===== src/rtl/plc_pkg.sv =====
// Types and constants of the piecewise-linear calibration table
`default_nettype none

package plc_pkg;

    localparam int DATA_W    = 32;
    localparam int PROD_W    = 64;
    localparam int CNT_W     = 5;
    localparam int IDX_W     = 4;
    localparam int DIV_STEPS = 64;
    localparam int STEP_W    = 6;

    localparam logic OP_WRITE = 1'b0;
    localparam logic OP_QUERY = 1'b1;

    typedef enum logic [2:0] {
        ST_IDLE,
        ST_READ,
        ST_CHECK,
        ST_MUL,
        ST_DIVGO,
        ST_DIV,
        ST_OUT
    } plc_state_t;

endpackage

`default_nettype wire


===== src/rtl/plc_ram.sv =====
// Generic single-port-write, registered-read memory
`default_nettype none

module plc_ram #(
    parameter int WIDTH = 64,
    parameter int DEPTH = 16
) (
    input  wire logic                     clk,
    input  wire logic                     we,
    input  wire logic [$clog2(DEPTH)-1:0] waddr,
    input  wire logic [WIDTH-1:0]         wdata,
    input  wire logic                     re,
    input  wire logic [$clog2(DEPTH)-1:0] raddr,
    output logic      [WIDTH-1:0]         rdata
);

    logic [WIDTH-1:0] mem [DEPTH];

    always_ff @(posedge clk)
    begin
        if (we)
        begin
            mem[waddr] <= wdata;
        end
        if (re)
        begin
            rdata <= mem[raddr];
        end
    end

endmodule

`default_nettype wire


===== src/rtl/plc_div.sv =====
// Bit-serial signed divider, 64-bit dividend by 32-bit divisor, low 32 quotient bits
`default_nettype none

module plc_div
    import plc_pkg::*;
(
    input  wire logic                     clk,
    input  wire logic                     rst_n,
    input  wire logic                     start,
    input  wire logic signed [PROD_W-1:0] dividend,
    input  wire logic signed [DATA_W-1:0] divisor,
    output logic                          done,
    output logic        [DATA_W-1:0]      quotient
);

    logic              run_reg, run_next;
    logic              done_reg, done_next;
    logic [STEP_W-1:0] cnt_reg, cnt_next;
    logic [PROD_W-1:0] dvd_reg, dvd_next;
    logic [DATA_W-1:0] dvs_reg, dvs_next;
    logic [DATA_W-1:0] rem_reg, rem_next;
    logic [DATA_W-1:0] quo_reg, quo_next;
    logic              neg_reg, neg_next;

    logic [DATA_W:0]   shifted;
    logic [DATA_W:0]   diff;

    assign shifted = {rem_reg, dvd_reg[PROD_W-1]};
    assign diff    = shifted - {1'b0, dvs_reg};

    always_comb
    begin
        run_next  = run_reg;
        done_next = 1'b0;
        cnt_next  = cnt_reg;
        dvd_next  = dvd_reg;
        dvs_next  = dvs_reg;
        rem_next  = rem_reg;
        quo_next  = quo_reg;
        neg_next  = neg_reg;
        if (start)
        begin
            // divide magnitudes, fix the sign at the end
            dvd_next = dividend[PROD_W-1] ? (PROD_W'(0) - dividend) : dividend;
            dvs_next = divisor[DATA_W-1] ? (DATA_W'(0) - divisor) : divisor;
            neg_next = dividend[PROD_W-1] ^ divisor[DATA_W-1];
            rem_next = '0;
            quo_next = '0;
            cnt_next = '0;
            run_next = 1'b1;
        end
        else if (run_reg)
        begin
            if (!diff[DATA_W])
            begin
                rem_next = diff[DATA_W-1:0];
                quo_next = {quo_reg[DATA_W-2:0], 1'b1};
            end
            else
            begin
                rem_next = shifted[DATA_W-1:0];
                quo_next = {quo_reg[DATA_W-2:0], 1'b0};
            end
            dvd_next = {dvd_reg[PROD_W-2:0], 1'b0};
            cnt_next = cnt_reg + STEP_W'(1);
            if (cnt_reg == STEP_W'(DIV_STEPS - 1))
            begin
                run_next  = 1'b0;
                done_next = 1'b1;
            end
        end
    end

    always_ff @(posedge clk or negedge rst_n)
    begin
        if (!rst_n)
        begin
            run_reg  <= 1'b0;
            done_reg <= 1'b0;
            cnt_reg  <= '0;
        end
        else
        begin
            run_reg  <= run_next;
            done_reg <= done_next;
            cnt_reg  <= cnt_next;
        end
    end

    always_ff @(posedge clk)
    begin
        dvd_reg <= dvd_next;
        dvs_reg <= dvs_next;
        rem_reg <= rem_next;
        quo_reg <= quo_next;
        neg_reg <= neg_next;
    end

    assign done     = done_reg;
    assign quotient = neg_reg ? (DATA_W'(0) - quo_reg) : quo_reg;

endmodule

`default_nettype wire


===== src/rtl/piecewise_linear_calibration_top.sv =====
// Piecewise-linear calibration table: point store, scan sequencer, interpolation
// Write item: taken on accept, busy stays low, no result.
// Query item: each scanned entry is read, then compared, over the entries in use
//   (count_reg capped at MAX_POINTS); interpolation then multiplies, loads the divider,
//   divides. Done marks the end. One item at a time; the next start waits for idle.
// Reset clears count_reg to 0 and idles the sequencer; table entries are not cleared.
`default_nettype none

module piecewise_linear_calibration_top
    import plc_pkg::*;
#(
    parameter int MAX_POINTS = 16
) (
    input  wire logic                     clk,
    input  wire logic                     rst_n,
    input  wire logic                     start,
    output logic                          busy,
    input  wire logic                     operation,
    input  wire logic [IDX_W-1:0]         point_index,
    input  wire logic signed [DATA_W-1:0] point_x,
    input  wire logic signed [DATA_W-1:0] point_y,
    input  wire logic signed [DATA_W-1:0] query_x,
    output logic                          done,
    output logic signed [DATA_W-1:0]      calibrated_value,
    input  wire logic                     cfg_valid,
    output logic                          cfg_ready,
    input  wire logic [CNT_W-1:0]         cfg_data
);

    localparam int AW = $clog2(MAX_POINTS);
    localparam int UW = $clog2(MAX_POINTS + 1);
    localparam int EW = (UW > CNT_W) ? UW : CNT_W;

    plc_state_t state_reg, state_next;

    logic [CNT_W-1:0]         count_reg;
    logic [UW-1:0]            used_reg, used_next;
    logic [UW-1:0]            idx_reg, idx_next;
    logic                     have_prev_reg, have_prev_next;

    logic signed [DATA_W-1:0] query_reg, query_next;
    logic signed [DATA_W-1:0] px_reg, px_next;
    logic signed [DATA_W-1:0] py_reg, py_next;
    logic signed [DATA_W-1:0] dx_reg, dx_next;
    logic signed [DATA_W-1:0] dy_reg, dy_next;
    logic signed [DATA_W-1:0] dd_reg, dd_next;
    logic signed [PROD_W-1:0] prod_reg, prod_next;
    logic signed [DATA_W-1:0] result_reg, result_next;

    logic                     accept;
    logic [EW-1:0]            count_ext;
    logic [EW-1:0]            used_w;
    logic [EW-1:0]            windex_ext;
    logic                     ram_we;
    logic                     ram_re;
    logic [2*DATA_W-1:0]      ram_rdata;
    logic signed [DATA_W-1:0] rd_x;
    logic signed [DATA_W-1:0] rd_y;
    logic                     hit;
    logic                     above;
    logic                     last;
    logic                     div_start;
    logic                     div_done;
    logic [DATA_W-1:0]        div_quot;

    assign accept     = start && (state_reg == ST_IDLE);
    assign count_ext  = EW'(count_reg);
    assign used_w     = (count_ext > EW'(MAX_POINTS)) ? EW'(MAX_POINTS) : count_ext;
    assign windex_ext = EW'(point_index);
    assign ram_we     = accept && (operation == OP_WRITE) && (windex_ext < EW'(MAX_POINTS));

    assign rd_x  = ram_rdata[2*DATA_W-1:DATA_W];
    assign rd_y  = ram_rdata[DATA_W-1:0];
    assign hit   = (rd_x == query_reg);
    assign above = (rd_x > query_reg);
    assign last  = ((idx_reg + UW'(1)) == used_reg);

    // x in the upper half, y in the lower; writes only happen while idle
    plc_ram #(
        .WIDTH (2 * DATA_W),
        .DEPTH (MAX_POINTS)
    ) u_ram (
        .clk   (clk),
        .we    (ram_we),
        .waddr (windex_ext[AW-1:0]),
        .wdata ({point_x, point_y}),
        .re    (ram_re),
        .raddr (idx_reg[AW-1:0]),
        .rdata (ram_rdata)
    );

    plc_div u_div (
        .clk      (clk),
        .rst_n    (rst_n),
        .start    (div_start),
        .dividend (prod_reg),
        .divisor  (dd_reg),
        .done     (div_done),
        .quotient (div_quot)
    );

    // next state
    always_comb
    begin
        state_next = state_reg;
        case (state_reg)
            ST_IDLE:
            begin
                if (accept && (operation == OP_QUERY))
                begin
                    state_next = (used_w == '0) ? ST_OUT : ST_READ;
                end
            end
            ST_READ:
            begin
                state_next = ST_CHECK;
            end
            ST_CHECK:
            begin
                if (hit)
                begin
                    state_next = ST_OUT;
                end
                else if (above)
                begin
                    state_next = (have_prev_reg && (rd_x != px_reg)) ? ST_MUL : ST_OUT;
                end
                else
                begin
                    state_next = last ? ST_OUT : ST_READ;
                end
            end
            ST_MUL:
            begin
                state_next = ST_DIVGO;
            end
            ST_DIVGO:
            begin
                state_next = ST_DIV;
            end
            ST_DIV:
            begin
                if (div_done)
                begin
                    state_next = ST_OUT;
                end
            end
            ST_OUT:
            begin
                state_next = ST_IDLE;
            end
            default:
            begin
                state_next = ST_IDLE;
            end
        endcase
    end

    // outputs
    always_comb
    begin
        ram_re    = 1'b0;
        div_start = 1'b0;
        done      = 1'b0;
        busy      = 1'b1;
        case (state_reg)
            ST_IDLE:
            begin
                busy = 1'b0;
            end
            ST_READ:
            begin
                ram_re = 1'b1;
            end
            ST_DIVGO:
            begin
                div_start = 1'b1;
            end
            ST_OUT:
            begin
                done = 1'b1;
            end
            default:
            begin
                busy = 1'b1;
            end
        endcase
    end

    // datapath
    always_comb
    begin
        used_next      = used_reg;
        idx_next       = idx_reg;
        have_prev_next = have_prev_reg;
        query_next     = query_reg;
        px_next        = px_reg;
        py_next        = py_reg;
        dx_next        = dx_reg;
        dy_next        = dy_reg;
        dd_next        = dd_reg;
        prod_next      = prod_reg;
        result_next    = result_reg;
        case (state_reg)
            ST_IDLE:
            begin
                if (accept && (operation == OP_QUERY))
                begin
                    query_next     = query_x;
                    used_next      = used_w[UW-1:0];
                    idx_next       = '0;
                    have_prev_next = 1'b0;
                    result_next    = '0;
                end
            end
            ST_CHECK:
            begin
                if (hit)
                begin
                    result_next = rd_y;
                end
                else if (above)
                begin
                    if (!have_prev_reg)
                    begin
                        result_next = '0;
                    end
                    else if (rd_x == px_reg)
                    begin
                        result_next = py_reg;
                    end
                    else
                    begin
                        dx_next = query_reg - px_reg;
                        dy_next = rd_y - py_reg;
                        dd_next = rd_x - px_reg;
                    end
                end
                else
                begin
                    // point lies below the query: it becomes the lower neighbor
                    px_next        = rd_x;
                    py_next        = rd_y;
                    have_prev_next = 1'b1;
                    idx_next       = idx_reg + UW'(1);
                    result_next    = '0;
                end
            end
            ST_MUL:
            begin
                prod_next = dx_reg * dy_reg;
            end
            ST_DIV:
            begin
                if (div_done)
                begin
                    result_next = py_reg + div_quot;
                end
            end
            default:
            begin
                result_next = result_reg;
            end
        endcase
    end

    always_ff @(posedge clk or negedge rst_n)
    begin
        if (!rst_n)
        begin
            state_reg     <= ST_IDLE;
            count_reg     <= '0;
            used_reg      <= '0;
            idx_reg       <= '0;
            have_prev_reg <= 1'b0;
        end
        else
        begin
            state_reg     <= state_next;
            used_reg      <= used_next;
            idx_reg       <= idx_next;
            have_prev_reg <= have_prev_next;
            if (cfg_valid && cfg_ready)
            begin
                count_reg <= cfg_data;
            end
        end
    end

    always_ff @(posedge clk)
    begin
        query_reg  <= query_next;
        px_reg     <= px_next;
        py_reg     <= py_next;
        dx_reg     <= dx_next;
        dy_reg     <= dy_next;
        dd_reg     <= dd_next;
        prod_reg   <= prod_next;
        result_reg <= result_next;
    end

    assign cfg_ready        = (state_reg == ST_IDLE);
    assign calibrated_value = result_reg;

endmodule

`default_nettype wire


===== config.mk =====
export PLATFORM = sky130hd
export DESIGN_NAME = piecewise_linear_calibration_top
export DESIGN_NICKNAME = d
export VERILOG_FILES = /design/src/rtl/plc_pkg.sv /design/src/rtl/plc_ram.sv /design/src/rtl/plc_div.sv /design/src/rtl/piecewise_linear_calibration_top.sv
export SDC_FILE = /design/constraint.sdc
export NUM_CORES = 2
export LEC_CHECK = 0
export ABC_AREA = 1
export BUFFER_PORTS_ARGS = -buffer_cell sky130_fd_sc_hd__buf_2
export CAP_MARGIN = 20
export CORE_AREA = 2 2 604 606
export DETAILED_ROUTE_END_ITERATION = 6
export DIE_AREA = 0 0 606 608
export PLACE_DENSITY = 0.53
export SYNTH_ARGS = -nofsm -noshare
export SYNTH_HDL_FRONTEND = slang
export SYNTH_SLANG_ARGS = --single-unit

===== constraint.sdc =====
create_clock -name clk -period 7.5 [get_ports clk]
set_input_delay 0.75 -clock clk [delete_from_list [all_inputs] [get_ports clk]]
set_output_delay 0.75 -clock clk [all_outputs]
set_load 0.03 [all_outputs]

==> metrics.csv <==
stage,metric,value,unit
worst_setup_path,crit-path cells,inv_1 > buf_12 > or2_2 > fa_1 > fa_1 > inv_1 > fa_1 > fa_1 > fa_1 > fa_1 > fa_1 > fa_1 > ha_1 > nand2_1 > nor2_1 > inv_1 > nor2_1 > inv_1 > nor4_2 > nand3_2 > nand3_1 > nand2_1,
pwr,Power Density,149,nW/µm²
final_layout,"leading cell type in the layout, fill and taps excluded",nand2_1,
clock_tree,CTS tree,yes,
global_route,first-pass GRT wire length,488000,µm
detailed_routing,vias,76500,
floorplanning,row cnt,221,
final_layout,most frequent cells in the layout,"2057 x nand2_1, 2021 x inv_1, 1473 x edfxtp_1",
timing,final worst-path cycle share,96.9,%
detailed_routing,ANT nets after route,0,
final_layout,fin nets,12600,
floorplanning,Core Box Area,362000,µm²
yosys,unique cell type count in the Yosys netlist,67,
place,Place WS,-0.185,ns
clock_tree,root buf cell,clkbuf_16,
worst_setup_path,Startpoint Class,flop,
yosys,"area leader, netlist",edfxtp_1,
floorplanning,Initial Util,29.9,%
detailed_routing,first-pass iteration count of the detailed router,6,
worst_setup_path,Critical Path Max Stage Delay,0.57,ns
floorplanning,die height,608,µm
detailed_routing,Remaining DRCs,0,
timing,Worst Tran Pin Value,1.05,ns
yosys,cells after synthesis,10900,
clock_tree,worst skew pair latency,0.89,ns
run_status,status,completed,
worst_setup_path,CP most frequent cell,fa_1,
final_layout,area of the multi-input gates,53100,µm²
timing,setup ws final,0.233,ns
pwr,Tot Pwr,18.1,mW
yosys,Yosys top cell area share,40.9,%
clock_tree,clock buffer depth,4,
final_layout,Final Cell Area,122000,µm²
detailed_routing,routed len/inst,19.9,µm
worst_setup_path,worst-path maximum fanout,32,
timing,Final Max Tran Viols,0,
timing,Slew HR,29.7,%
global_route,total gr overflow,0,
yosys,register bit count reported by yosys,1564,
timing,final setup vio count,0,
yosys,average size of a mapped cell,9.91,µm²
yosys,"Seq/Total Area, Yosys",42.7,%
flow_run,Max Cap Violations,0,
clock_tree,Num CTS Buffers,180,
global_route,initial antenna violation count,62,
yosys,post-synthesis net count,12500,
detailed_routing,final WL,318000,µm
floorplanning,die width,606,µm
worst_setup_path,cell type of the slowest stage on the worst timing path,edfxtp_1,
yosys,number of synthesized flops with an enable pin,1473,
final_layout,number of flip-flops in the largest register,1024,
final_layout,fill count,37200,
yosys,"FFs w/ async S/R, synth",1.73,%
yosys,commonest register cell after synthesis,edfxtp_1,
global_route,largest net degree at the start of global routing,182,
clock_tree,H-tree Lvls,4,
global_route,Total Routing Usage GR,17.2,%
worst_setup_path,Required @ worst endpoint,8.02,ns
yosys,YS warnings,0,
timing,Final Hold Fails,0,
place,# port buffers,144,
worst_setup_path,Worst setup EP type,flop,
timing,RSZ-0062 raised after global routing,yes,
final_layout,"Core Util, Final",33.7,%
detailed_routing,DR vias/cell,4.79,
worst_hold_path,Hold Path Class,primary input to async pin,
timing,post-route setup TNS,0,ns
yosys,"top cells by area, synth","edfxtp_1 41%, fa_1 20%, nand2_1 7.2%",
yosys,Post-Syn Area,108000,µm²
final_layout,largest register by flop count,u_ram.mem,
floorplanning,Top Ports,145,
clock_tree,CTS sink count,1564,
worst_setup_path,"Arr. time, crit path",7.79,ns
clock_tree,clock-pin slew on the worst setup and hold paths,0.06,ns
final_layout,Reg area,46200,µm²
final_layout,share of cells above drive strength 1,7.30,%
timing,post-route minimum period,7.27,ns
worst_setup_path,CP Class,flop to flop,
pwr,static leakage,52.4,nW
detailed_routing,drt first-iter violations,5811,
place,DP HPWL,224000,µm
timing,Fmax,138,MHz
pwr,worst vdd ir,0.160,mV
place,GPL Wtd Cong,0.916,
final_layout,synthesis-to-layout area growth,12.6,%
place,post-placement cell area,116000,µm²
floorplanning,die area,368000,µm²
timing,Clock Skew,0.106,ns
global_route,vias in the first global route,78600,
-- cells in the mapped netlist (74+ instances only) --
master and n:
a21oi_1 571, nor3_1 74, nand3_1 206, ha_1 377
nand2_1 2063, o221ai_1 129, edfxtp_1 1473, inv_1 2031
clkbuf_1 391, nor2_1 806, o21ai_0 643, o21ai_1 81
fa_1 1087, xnor2_1 85, xor2_1 211, o22ai_1 132
-- logic make-up (layout without fill, tap and decap cells) --
| logic type | Yosys count | in the layout | share of synthesized area [%] |
|---|---|---|---|
| compound gates | 1792 | 1792 | 9.46 |
| xor+xnor | 296 | 296 | 2.40 |
| fa+ha+maj | 1464 | 1464 | 24.5 |
| buf+inv | 2501 | 2745 | 8.77 |
| flops | 1564 | 1564 | 42.7 |
| mux | 1 | 1 | 0.0104 |
| other cells | 0 | 11 | 0 |
| simple gates | 3302 | 3302 | 12.2 |
-- worst max-delay path, delay by kind of cell, from the launching register on --
kind	cells	cell delay, ns
simple gates	8	1.51
flops	1	0.57
fa+ha+maj	9	4.28
buf+inv	5	0.58
-- where the power goes --
part	switching [mW]	leakage (nW)	internal, mW
logic	0.0902	35.9	0.0211
clock network	3.61	2.70	4.89
registers	0	13.8	9.50
-- per-stage QoR --
step	hold slack, ns	std cells
floorplan	0.426	10900
global placement	0.465	15600
detailed placement	0.468	15600
CTS	0.0114	16000
global route	0.0390	16000
finish	0.0110	16000
-- layout make-up --
class,count,area share (%)
flip-flops and latches,1564,37.9
clock inverters,103,0.743
well taps,4794,4.92
repair buffers,377,2.64
clock buffers,217,3.82
diodes,11,0.0226
multi-input cells,6855,43.6
inverters,2048,6.33
-- final timing paths --
check / startpoint / end / cells after the start / slack [ns]
setup / recovery: dy_reg[31] / prod_reg[53] / 22 / 0.23
min in group clk: query_x[17] / query_reg[17] / 1 / 0.08
hold / removal: rst_n / u_div.cnt_reg[0] / 1 / 0.01
hold reg to reg: u_div.rem_reg[29] / u_div.rem_reg[29] / 2 / 0.48
setup reg to reg: dy_reg[31] / prod_reg[53] / 22 / 0.23
max in group asynchronous: rst_n / idx_reg[1] / 1 / 6.89
-- what timing repair did --
| item | 4_1_cts | 5_1_grt |
|---|---|---|
| endpoints found under the setup margin | 5 | 35 |
| resized for setup | 5 | 97 |
| pin swaps | 0 | 8 |
| setup buffers | 0 | 6 |
| hold buffers | 0 | 0 |
-- routing by layer --
metal	track usage [%]	wire length, µm	part of all wire [%]	up-vias
li1	-	-	-	35500
met3	2.10	15400	4.8	521
met2	30.1	157000	49	1931
met4	4.48	8840	2.8	36
met5	0	207	0.065	-
met1	22.3	136000	43	38600
Power figures use the tool's default switching activity.
